### config.mk
export PLATFORM = sky130hd
export DESIGN_NAME = netstring_deframer_core
export DESIGN_NICKNAME = d
export VERILOG_FILES = /design/src/nsdf_pkg.sv /design/src/nsdf_front.sv /design/src/nsdf_queue.sv /design/src/nsdf_back.sv /design/src/netstring_deframer_core.sv
export SDC_FILE = /design/constraint.sdc
export NUM_CORES = 1
export LEC_CHECK = 0
export ABC_AREA = 1
export BUFFER_PORTS_ARGS = -buffer_cell sky130_fd_sc_hd__clkbuf_2
export CORE_MARGIN = 2
export CORE_UTILIZATION = 39
export CTS_CLUSTER_DIAMETER = 120
export CTS_CLUSTER_SIZE = 8
export DETAILED_ROUTE_END_ITERATION = 6
export SETUP_SLACK_MARGIN = 0.5
export SLEW_MARGIN = 20
export SYNTH_ARGS = -nofsm -noshare
export SYNTH_HDL_FRONTEND = slang
export SYNTH_SLANG_ARGS = --single-unit
export TNS_END_PERCENT = 1
### constraint.sdc
create_clock -name clk -period 5.3 [get_ports clk]
set_input_delay 0.265 -clock clk [delete_from_list [all_inputs] [get_ports clk]]
set_output_delay 0.265 -clock clk [all_outputs]
set_load 0.1 [all_outputs]
### src/nsdf_pkg.sv
// Shared types and constants for the netstring deframer.
// Used by every module of the block; depends on nothing.
package nsdf_pkg;

  localparam int LEN_WIDTH = 24;
  localparam int MAXLEN_WIDTH = 24;
  localparam int NV_WIDTH = LEN_WIDTH + 4;
  localparam int CMP_WIDTH = (NV_WIDTH > MAXLEN_WIDTH) ? NV_WIDTH : MAXLEN_WIDTH;

  localparam int QDEPTH = 4;
  localparam int QPTR_WIDTH = $clog2(QDEPTH);
  localparam int QCNT_WIDTH = $clog2(QDEPTH + 1);

  localparam logic [7:0] CHAR_ZERO = 8'h30;
  localparam logic [7:0] CHAR_NINE = 8'h39;
  localparam logic [7:0] CHAR_COLON = 8'h3A;
  localparam logic [7:0] CHAR_COMMA = 8'h2C;
  localparam logic [3:0] RADIX = 4'd10;

  localparam logic KIND_PAYLOAD = 1'b0;
  localparam logic KIND_VERDICT = 1'b1;

  localparam logic [2:0] ST_OK = 3'd0;
  localparam logic [2:0] ST_NOCOLON = 3'd1;
  localparam logic [2:0] ST_BADDIGIT = 3'd2;
  localparam logic [2:0] ST_MISMATCH = 3'd3;
  localparam logic [2:0] ST_NOCOMMA = 3'd4;
  localparam logic [2:0] ST_TOOLONG = 3'd5;

  typedef struct packed {
    logic [7:0] in_byte;
    logic       end_of_string;
  } in_item_t;

  typedef struct packed {
    logic       out_kind;
    logic [7:0] payload_byte;
    logic [2:0] status;
  } out_item_t;

  typedef struct packed {
    logic      valid;
    out_item_t item;
  } res_t;

endpackage

### src/nsdf_front.sv
// Front part: accepts encoded bytes, parses length/payload/comma, emits results.
// Holds the max_length register. Depends on nsdf_pkg.
module nsdf_front (
  input  logic                         clk,
  input  logic                         rst_n,
  input  logic                         accept,
  input  nsdf_pkg::in_item_t           in_item,
  input  logic                         cfg_we,
  input  logic [nsdf_pkg::MAXLEN_WIDTH-1:0] cfg_data,
  output nsdf_pkg::res_t               res
);

  localparam logic [1:0] PH_LEN = 2'd0;
  localparam logic [1:0] PH_PAY = 2'd1;
  localparam logic [1:0] PH_COMMA = 2'd2;
  localparam logic [1:0] PH_DROP = 2'd3;

  logic [1:0]                         phase_r, phase_nxt;
  logic [nsdf_pkg::LEN_WIDTH-1:0]     len_r, len_nxt;
  logic [nsdf_pkg::LEN_WIDTH-1:0]     rem_r, rem_nxt;
  logic [2:0]                         err_r, err_nxt;
  logic [nsdf_pkg::MAXLEN_WIDTH-1:0]  maxlen_r;

  logic [7:0]                         b;
  logic                               last;
  logic                               is_digit;
  logic [3:0]                         digit;
  logic [nsdf_pkg::CMP_WIDTH-1:0]     nv;
  logic [nsdf_pkg::CMP_WIDTH-1:0]     cap;
  logic [nsdf_pkg::CMP_WIDTH-1:0]     lim_cfg;
  logic [nsdf_pkg::CMP_WIDTH-1:0]     limit;

  assign b = in_item.in_byte;
  assign last = in_item.end_of_string;
  assign is_digit = (b >= nsdf_pkg::CHAR_ZERO) && (b <= nsdf_pkg::CHAR_NINE);
  assign digit = 4'(b - nsdf_pkg::CHAR_ZERO);
  // acc * 10 as two shifted adds
  assign nv = (nsdf_pkg::CMP_WIDTH'(len_r) << 3) + (nsdf_pkg::CMP_WIDTH'(len_r) << 1)
            + nsdf_pkg::CMP_WIDTH'(digit);
  assign cap = (nsdf_pkg::CMP_WIDTH'(1) << nsdf_pkg::LEN_WIDTH) - nsdf_pkg::CMP_WIDTH'(1);
  assign lim_cfg = nsdf_pkg::CMP_WIDTH'(maxlen_r);
  assign limit = (lim_cfg < cap) ? lim_cfg : cap;

  always_comb begin
    phase_nxt = phase_r;
    len_nxt = len_r;
    rem_nxt = rem_r;
    err_nxt = err_r;
    res.valid = 1'b0;
    res.item.out_kind = nsdf_pkg::KIND_VERDICT;
    res.item.payload_byte = 8'd0;
    res.item.status = nsdf_pkg::ST_OK;
    if (accept) begin
      case (phase_r)
        PH_LEN: begin
          if (b == nsdf_pkg::CHAR_COLON) begin
            if (last) begin
              res.valid = 1'b1;
              res.item.status = (err_r != nsdf_pkg::ST_OK) ? err_r : nsdf_pkg::ST_NOCOMMA;
            end else if (err_r != nsdf_pkg::ST_OK) begin
              phase_nxt = PH_DROP;
            end else if (len_r == '0) begin
              phase_nxt = PH_COMMA;
            end else begin
              rem_nxt = len_r;
              phase_nxt = PH_PAY;
            end
          end else begin
            if (err_r == nsdf_pkg::ST_OK) begin
              if (!is_digit) begin
                err_nxt = nsdf_pkg::ST_BADDIGIT;
              end else if (nv > limit) begin
                err_nxt = nsdf_pkg::ST_TOOLONG;
              end else begin
                len_nxt = nsdf_pkg::LEN_WIDTH'(nv);
              end
            end
            if (last) begin
              res.valid = 1'b1;
              res.item.status = nsdf_pkg::ST_NOCOLON;
            end
          end
        end
        PH_PAY: begin
          res.valid = 1'b1;
          if (last) begin
            res.item.status = (b == nsdf_pkg::CHAR_COMMA) ? nsdf_pkg::ST_MISMATCH
                                                         : nsdf_pkg::ST_NOCOMMA;
          end else begin
            res.item.out_kind = nsdf_pkg::KIND_PAYLOAD;
            res.item.payload_byte = b;
            rem_nxt = rem_r - nsdf_pkg::LEN_WIDTH'(1);
            if (rem_r == nsdf_pkg::LEN_WIDTH'(1)) begin
              phase_nxt = PH_COMMA;
            end
          end
        end
        PH_COMMA: begin
          if (last) begin
            res.valid = 1'b1;
            res.item.status = (b == nsdf_pkg::CHAR_COMMA) ? nsdf_pkg::ST_OK
                                                         : nsdf_pkg::ST_NOCOMMA;
          end else begin
            err_nxt = nsdf_pkg::ST_MISMATCH;
            phase_nxt = PH_DROP;
          end
        end
        default: begin
          if (last) begin
            res.valid = 1'b1;
            res.item.status = err_r;
          end
        end
      endcase
      // every verdict starts a fresh frame
      if (last) begin
        phase_nxt = PH_LEN;
        len_nxt = '0;
        rem_nxt = '0;
        err_nxt = nsdf_pkg::ST_OK;
      end
    end
  end

  always_ff @(posedge clk) begin
    if (!rst_n) begin
      phase_r <= PH_LEN;
      len_r <= '0;
      rem_r <= '0;
      err_r <= nsdf_pkg::ST_OK;
      maxlen_r <= '1;
    end else begin
      phase_r <= phase_nxt;
      len_r <= len_nxt;
      rem_r <= rem_nxt;
      err_r <= err_nxt;
      if (cfg_we) begin
        maxlen_r <= cfg_data;
      end
    end
  end

endmodule

### src/nsdf_queue.sv
// Short result queue between the parser and the output stage.
// Depends on nsdf_pkg.
module nsdf_queue (
  input  logic                  clk,
  input  logic                  rst_n,
  input  logic                  wr_en,
  input  nsdf_pkg::out_item_t   wr_item,
  output logic                  full,
  input  logic                  rd_en,
  output logic                  rd_valid,
  output nsdf_pkg::out_item_t   rd_item
);

  nsdf_pkg::out_item_t                  slot_r [nsdf_pkg::QDEPTH];
  logic [nsdf_pkg::QPTR_WIDTH-1:0]      wptr_r, wptr_nxt;
  logic [nsdf_pkg::QPTR_WIDTH-1:0]      rptr_r, rptr_nxt;
  logic [nsdf_pkg::QCNT_WIDTH-1:0]      cnt_r, cnt_nxt;
  logic                                 do_wr;
  logic                                 do_rd;

  assign full = (cnt_r == nsdf_pkg::QCNT_WIDTH'(nsdf_pkg::QDEPTH));
  assign rd_valid = (cnt_r != '0);
  assign rd_item = slot_r[rptr_r];
  assign do_wr = wr_en && !full;
  assign do_rd = rd_en && rd_valid;

  always_comb begin
    wptr_nxt = do_wr ? wptr_r + nsdf_pkg::QPTR_WIDTH'(1) : wptr_r;
    rptr_nxt = do_rd ? rptr_r + nsdf_pkg::QPTR_WIDTH'(1) : rptr_r;
    cnt_nxt = cnt_r;
    if (do_wr && !do_rd) begin
      cnt_nxt = cnt_r + nsdf_pkg::QCNT_WIDTH'(1);
    end else if (do_rd && !do_wr) begin
      cnt_nxt = cnt_r - nsdf_pkg::QCNT_WIDTH'(1);
    end
  end

  always_ff @(posedge clk) begin
    if (!rst_n) begin
      wptr_r <= '0;
      rptr_r <= '0;
      cnt_r <= '0;
    end else begin
      wptr_r <= wptr_nxt;
      rptr_r <= rptr_nxt;
      cnt_r <= cnt_nxt;
    end
  end

  always_ff @(posedge clk) begin
    if (do_wr) begin
      slot_r[wptr_r] <= wr_item;
    end
  end

endmodule

### src/nsdf_back.sv
// Back part: output register that presents the oldest result to the consumer.
// Pulls from nsdf_queue. Depends on nsdf_pkg.
module nsdf_back (
  input  logic                 clk,
  input  logic                 rst_n,
  input  logic                 q_valid,
  input  nsdf_pkg::out_item_t  q_item,
  output logic                 q_take,
  output logic                 empty,
  input  logic                 pop,
  output nsdf_pkg::out_item_t  out_item
);

  logic                 vld_r, vld_nxt;
  nsdf_pkg::out_item_t  item_r;

  assign q_take = q_valid && (!vld_r || pop);
  assign vld_nxt = q_take ? 1'b1 : (pop ? 1'b0 : vld_r);
  assign empty = !vld_r;
  assign out_item = item_r;

  always_ff @(posedge clk) begin
    if (!rst_n) begin
      vld_r <= 1'b0;
    end else begin
      vld_r <= vld_nxt;
    end
  end

  always_ff @(posedge clk) begin
    if (q_take) begin
      item_r <= q_item;
    end
  end

endmodule

### src/netstring_deframer_core.sv
// Netstring deframer top level: parser front, result queue, output register.
// Depends on nsdf_pkg, nsdf_front, nsdf_queue, nsdf_back.
//
// Takes one byte of an encoded netstring per cycle and returns zero or one
// result per byte: a payload byte, or a verdict on the byte flagged as last.
// An input item is accepted whenever full is low; full rises only when the
// four-entry result queue is full, so with pop held high the block runs at
// one item per cycle indefinitely. A result is written into the queue when
// its byte is accepted and is loaded from the queue into the output register
// once that register is empty or being popped. The max_length register is
// always writable (cfg_ready is tied high) and resets to 16777215.
module netstring_deframer_core (
  input  logic                              clk,
  input  logic                              rst_n,
  input  logic                              push,
  output logic                              full,
  input  nsdf_pkg::in_item_t                in_item,
  output logic                              empty,
  input  logic                              pop,
  output nsdf_pkg::out_item_t               out_item,
  input  logic                              cfg_valid,
  output logic                              cfg_ready,
  input  logic [nsdf_pkg::MAXLEN_WIDTH-1:0] cfg_data
);

  nsdf_pkg::res_t       res;
  logic                 accept;
  logic                 q_valid;
  logic                 q_take;
  nsdf_pkg::out_item_t  q_item;

  assign accept = push && !full;
  assign cfg_ready = 1'b1;

  nsdf_front u_front (
    .clk      (clk),
    .rst_n    (rst_n),
    .accept   (accept),
    .in_item  (in_item),
    .cfg_we   (cfg_valid && cfg_ready),
    .cfg_data (cfg_data),
    .res      (res)
  );

  nsdf_queue u_queue (
    .clk      (clk),
    .rst_n    (rst_n),
    .wr_en    (res.valid),
    .wr_item  (res.item),
    .full     (full),
    .rd_en    (q_take),
    .rd_valid (q_valid),
    .rd_item  (q_item)
  );

  nsdf_back u_back (
    .clk      (clk),
    .rst_n    (rst_n),
    .q_valid  (q_valid),
    .q_item   (q_item),
    .q_take   (q_take),
    .empty    (empty),
    .pop      (pop),
    .out_item (out_item)
  );

endmodule

---- Word-level counts from Yosys, hierarchy flattened ----
Memory sizes are Yosys's and may differ from the RTL's. A register that Yosys moved wholly into a read port is not among the register bits.
Cells that the tools add are included.
word-level totals
  register bits ........................... 85
  memory bits (writable) .................. 48
  input port bits ......................... 38
  output and inout port bits .............. 15
  logic and storage cells ................. 111
  memories ................................ 1
cells by class
  $add $sub $neg .......................... 8
  $lt $le $gt $ge ......................... 4
  eq/ne operators ......................... 15
  mux-type cells .......................... 45
  reductions and logical operators ........ 29
memory list
  name            words  bits a word  rd ports  clocked after memory_dff  write ports  line              RTL
  u_queue.slot_r  4      12           1         1                         1            nsdf_queue.sv:14  nsdf_pkg::out_item_t slot_r [nsdf_pkg::QDEPTH];
operator list
  cell                                                                                 count
  24-bit 2-to-1 mux                                                                    11
  24-bit one-hot mux with 2 select lines                                               1
  3-bit 2-to-1 mux                                                                     15
  27-bit by 25-bit adder with 28-bit output                                            1
  28-bit by 4-bit adder with 28-bit output                                             1
  28-bit > comparator                                                                  1
  24-bit by 1-bit equality test with 1-bit output, second input constant               1
  24-bit logical NOT                                                                   1
  24-bit < comparator, second input constant                                           1
  24-bit by 1-bit subtractor with 24-bit output, second input constant                 1
  9-bit 2-to-1 mux                                                                     2
  8-bit by 6-bit equality test with 1-bit output, second input constant                2
  13-bit 2-to-1 mux                                                                    1
  3-bit nonzero test                                                                   4
  2-bit 2-to-1 mux                                                                     5
  5-bit AND reduction                                                                  2
  2-bit nonzero test                                                                   5
  3-bit by 2-bit inequality test with 1-bit output, second input constant              3
  3-bit inequality test, second input constant                                         3
  3-bit one-hot mux with 3 select lines                                                1
  8-bit by 6-bit greater-or-equal comparator with 1-bit output, second input constant  1
  8-bit by 6-bit less-or-equal comparator with 1-bit output, second input constant     1
  1-bit logical AND                                                                    7
  1-bit 2-to-1 mux                                                                     7
  other kinds (18)                                                                     23

---- Logic depth before layout (Yosys ltp) ----
  depth in word-level cells ............... 11
  mapped depth ............................ 30
  mapped depth without buffers ............ 29

---- Modules after synthesis ----
From an unflattened synthesis, not the netlist that was laid out.
second synthesis, totals
  cells, all modules ...................... 1240
  area total of the unflattened synthesis .. 9277.6 um^2
by module, submodules not included
  module                   instances  cells each  area each (um^2)  seq. area each (um^2)
  nsdf_front               1          1031        6565.0            1541.5
  nsdf_queue               1          185         2278.4            1621.6
  nsdf_back                1          20          412.9             380.4
  netstring_deframer_core  1          4           21.3              0.0

---- Worst setup path before layout ----
Ideal clock, no wire load.
  path kind ............................... register to register
  from .................................... register u_queue.cnt_r[0] in the netlist's numbering
  to ...................................... register u_queue.cnt_r[1] in the netlist's numbering
  library setup time ...................... 0.120 ns
  data arrival time ....................... 3.848 ns
  data required time ...................... 5.180 ns
  path slack .............................. 1.332 ns
  stages on the path, launching flop included .. 10
  buffers on the path ..................... 0
  period minus slack after synthesis ...... 3.968 ns
  cell sequence ........................... dfxtp_1 nor3_1 nor2_1 inv_1 nor2_1 ha_1 inv_1 fa_1 o21ai_0 a21oi_1
on the way
  elaborated cells on any way between the ends .. 17
  classes of those cells .................. add/sub: 2; eq/ne: 1; mux: 3; reduce/logical: 11
RTL lines
  element                             line                                             RTL
  start, declared                     nsdf_queue.sv:17                                 logic [nsdf_pkg::QCNT_WIDTH-1:0] cnt_r, cnt_nxt;
  start signal, assigned              nsdf_queue.sv:46                                 cnt_r <= cnt_nxt;
  3-bit equality test (*)             nsdf_queue.sv:21                                 assign full = (cnt_r == nsdf_pkg::QCNT_WIDTH'(nsdf_pkg::QDEPTH));
  named net full                      netstring_deframer_core.sv:16                    output logic full,
  1-bit logical NOT (*)               nsdf_queue.sv:24, netstring_deframer_core.sv:32
  1-bit logical AND                   netstring_deframer_core.sv:32                    assign accept = push && !full;
  13-bit 2-to-1 mux                   nsdf_front.sv:53                                 if (accept) begin
  1-bit logical AND (*)               nsdf_queue.sv:24                                 assign do_wr = wr_en && !full;
  named net u_queue.do_wr             nsdf_queue.sv:18                                 logic do_wr;
  1-bit logical AND (*)               nsdf_queue.sv:31                                 if (do_wr && !do_rd) begin
  3-bit 2-to-1 mux (*)                nsdf_queue.sv:31
  named net u_queue.cnt_nxt, one bit  nsdf_queue.sv:17
Mark *: on every way through the listed nets, which the timed path passes. The rest lies on a longest branch. The select of a mux whose other input is x is not followed.
A chain may end at the register's enable or synchronous reset.

---- Worst setup path after layout ----
  from .................................... register u_front.len_r[0] in the netlist's numbering
  to ...................................... register u_front.len_r[23] in the netlist's numbering
on the way
  cells in the longest elaborated chain, start to end .. 8
  elaborated cells on any way between the ends .. 11
  classes of those cells .................. add/sub: 2; order compare: 1; eq/ne: 1; mux: 6; reduce/logical: 1
ends and longest elaborated chain
  element                                                      line               RTL
  start, declared                                              nsdf_front.sv:19   logic [nsdf_pkg::LEN_WIDTH-1:0] len_r, len_nxt;
  start signal, assigned                                       nsdf_front.sv:134  len_r <= len_nxt;
  27-bit by 25-bit adder with 28-bit output (*)                nsdf_front.sv:38   assign nv = (nsdf_pkg::CMP_WIDTH'(len_r) << 3) + (nsdf_pkg::CMP_WIDTH'(len_r) << 1)
  28-bit by 4-bit adder with 28-bit output (*)                 nsdf_front.sv:39   + nsdf_pkg::CMP_WIDTH'(digit);
  branches (longest 6 deep; another with 28-bit > comparator)  -
Every way passes the cells marked *. The select of a mux whose other input is x is not followed.

==> summary.md <==
| Metric | Value |
|---|---|
| Outcome | completed |
| ANT cells | 0 |
| Synth unique cells | 47 |
| Tmin final | around 4.3 ns |
| Core Util, Final | 0.449 |
| Worst slew pin tran | between 1 and 1.5 ns |
| Period utilization | 0.819 |
| Endpoints failing hold | 0 |
| H-tree depth | 4 |
| Switching portion of total power | 0.417 |
| Cell Area, Synth | 9060 sq um |
| Initial Util | 0.399 |
| VDD IR max | about 270 uV |
| Largest net degree at the start of global routing | 56 |
| Slew headroom | 0.307 |
| P_leak | 4.88 nW |
| Max clock buf depth | 2 |
| Hold-fix buffers, CTS | 0 |
| Core area | 22,700 sq um |
| Asr flop ratio synth | 0 |
| Critical path's slowest cell | fa_1 |
| Grt total ovfl | 0 |
| Root Driver | clkbuf_16 |
| Die ar. | 24,500 sq um |
| Crit Path Class | reg -> reg |
| Total GRT Usage | 0.189 |
| Non-Filler Instances | 1,538 |
| Die Wd | ~160 microns |
| Syn Nets | between 1k and 1.5k |
| DP Wirelength | roughly 17 mm |
| DRC errors left | 0 |
| I/O pins | 53 |
| Primary FF master, synth | dfxtp_1 |
| Final nets | 1,363 |
| Critical Path Max Stage Delay | about 0.52 ns |
| Filler instances | 2,366 |
| Most common cell after layout, fill and taps aside | nand2_1 |
| Placed insts | approximately 1.5k |
| Clk Latency, worst-skew pair | between 0.4 and 0.5 ns |
| Crit path launch type | flop |
| Hold Slack | 0.0415 ns |
| Reg clk slew, reported paths | 0.07 ns |
| Vias | around 7.9k |
| Final-report setup violation count | 0 |
| Yosys reg bits | roughly 150 |
| Power Density | 403 nW/um^2 |
| Worst Hold Class | in -> reg |
| Antenna violations before repair | 0 |
| Mean post-synth cell area | around 7.6 sq um |
| Vias in the first global route | roughly 7.5k |
| Input/output buffers | a little over 50 |
| Skew final | 0.00837 ns |
| Drt pass-1 iters | 5 |
| Share of cells above drive strength 1 | 0.0878 |
| Max-cap check violation count | 0 |
| Drt total wl | between 20 and 25 mm |
| Commonest non-fill, non-tap cells in the layout | nand2_1 (211), inv_1 (163), nor2_1 (140) |
| Sw power | 1.71 mW |
| Worst Path Max Fanout | 24 |
| Critical path endpoint category | flop |
| Placer congestion estimate | about 0.9 |
| CP Data Arrival Time | between 4 and 5 ns |
| RSZ-0062 raised after global routing | false |
| EDFF count, synth | 60 |
| Worst hold start | cfg_data[3] |
| Critical path startpoint | u_front.len_r[0] |
| DR vias/cell | ~5 |
| Flop pwr share | 0.353 |
| Drt wl/cell | 14.7 microns |
| Final ANT Viol Nets | 0 |
| Reg-to-Reg Start | u_front.len_r[0] |
| Syn-to-layout area delta | 12.5% |
| Syn Inst Count | about 1.2k |
| First DRT Iteration DRCs | 474 |
| Pre-CTS setup slack | ~0.64 ns |
| Seq/Total Area, Yosys | 0.387 |
| Gate power share | 0.355 |
| Fmax | between 200 and 250 MHz |
| Setup TNS | 0 ns |
| Syn. warnings | 0 |
| Slew Viols, Final | 0 |
| Critical path, cell by cell | inv_1, fa_1, inv_1, fa_1, nand2_1, nand2_1, nand3_1, nand2_1, nand3_1, nand3_1, a21oi_1, xor2_1, inv_1, ha_1, nand4_1, nor4_2, nand3_1, nand2_2, nand3_4, nand2_8, nand2_8, nand2_1, a21oi_1 |
| CTS tree | done |
| Clock power share | 0.292 |
| # rows | 55 |
| TritonCTS Buffers | 17 |
| Req. time, crit path | around 5.6 ns |
| Int Power | between 2 and 2.5 mW |
| Die height | ~160 microns |
| First-pass GRT wire length | approximately 37 mm |
| PnR worst setup slack | 0.959 ns |
| Clk sink count | 145 |
-- final timing paths --
kind / slack, ns / depth (start not counted) / endpoint
min reg2reg: 0.46 / 2 / u_front.maxlen_r[15]
max: 0.96 / 23 / u_front.len_r[23]
max reg2reg: 0.96 / 23 / u_front.len_r[23]
min: 0.04 / 3 / u_front.maxlen_r[3]
-- synthesized netlist by cell type (2+ instances only) --
| cell type | n | area share |
|---|---|---|
| nor2_1 | 140 | 0.058 |
| nand4_1 | 10 | 0.0069 |
| clkinv_1 | 2 | 0.00083 |
| nand3_1 | 60 | 0.033 |
| inv_1 | 163 | 0.068 |
| buf_2 | 7 | 0.0039 |
| edfxtp_1 | 60 | 0.20 |
| o21bai_1 | 2 | 0.0017 |
| a22oi_1 | 11 | 0.0091 |
| and2_1 | 2 | 0.0014 |
| a211oi_1 | 4 | 0.0033 |
| ha_1 | 82 | 0.11 |
| nor4_1 | 11 | 0.0076 |
| xnor2_1 | 14 | 0.014 |
| nand2_4 | 2 | 0.0025 |
| xor2_1 | 19 | 0.018 |
| inv_2 | 2 | 0.00083 |
| nor3_1 | 13 | 0.0072 |
| o21ai_1 | 7 | 0.0039 |
| buf_6 | 4 | 0.0050 |
| o21a_1 | 3 | 0.0025 |
| buf_1 | 2 | 0.00083 |
| a21oi_1 | 123 | 0.068 |
| clkbuf_1 | 24 | 0.0099 |
| o21ai_0 | 88 | 0.049 |
| dfxtp_1 | 85 | 0.19 |
| a221oi_1 | 4 | 0.0039 |
| nor2_2 | 6 | 0.0041 |
| o22ai_1 | 15 | 0.010 |
| nand2_1 | 212 | 0.088 |
| fa_1 | 3 | 0.0066 |
-- cells by family after synthesis --
kind of cell               Yosys count  synth area share
AOI/OAI and AO/OA                  264             0.158
adders and majority gates           85             0.120
DFF                                145             0.387
and+or+nand+nor                    463             0.214
xor gates and xnor gates            33            0.0319
other                                1          0.000414
buffers and inverters              205            0.0896
-- final cells by class --
| class | count | area [sq um] | share of cell area |
|---|---|---|---|
| Inverter | 167 | 627 | 0.0615 |
| Clock buffer | 18 | 429 | 0.0421 |
| Sequential cell | 145 | 3500 | 0.344 |
| Clock inverter | 14 | 148 | 0.0145 |
| Tap cell | 285 | 357 | 0.0350 |
| Multi-Input combinational cell | 847 | 4790 | 0.470 |
| Timing Repair Buffer | 62 | 338 | 0.0331 |
-- power by group through the flow --
stage	sequential, mW	clock [mW]	combinational (mW)
final	1.45	1.20	1.46
after global routing	1.47	1.27	1.61
after CTS	1.45	1.22	1.46
after detailed placement	1.47	0	1.45
after global placement	1.47	0	1.44
after floorplan	1.80	0	0.823
-- repair_timing --
action,in CTS,in global routing
setup buffers,0,0
gates resized for setup,0,5
endpoints found under the setup margin,0,24
-- state kept, by name, indices dropped and copies added, names as in the netlist --
register,count
u_back.out_item,12
u_back.vld_r,1
u_front.err_r,3
u_front.len_r,24
u_front.maxlen_r,24
u_front.phase_r,2
u_front.rem_r,24
u_queue.cnt_r,3
u_queue.rptr_r,2
u_queue.slot_r,48
u_queue.wptr_r,2
-- worst max-delay path: cells and delay by family, from the launching register on --
family	cells	cell delay (ns)
buf+inv	3	0.24
xor+xnor	1	0.21
flops	1	0.36
compound gates	2	0.24
fa+ha+maj	3	1.26
simple gates	14	1.86
-- metrics by stage --
| step | instance area, sq um | total power, mW |
|---|---|---|
| final | 10200 | 4.10 |
| after global routing | 10200 | 4.35 |
| after CTS | 10100 | 4.13 |
| after detailed placement | 9570 | 2.93 |
| after global placement | 9570 | 2.91 |
| after floorplan | 9060 | 2.63 |
-- metal layers --
metal,GRT usage,vias up,share of wire
met5,0,-,0
met4,0.0590,0,0.017
met3,0.0379,30,0.046
met2,0.325,149,0.47
met1,0.238,3608,0.46
li1,-,4089,-
Note: power is estimated with default switching activity, not from simulation.
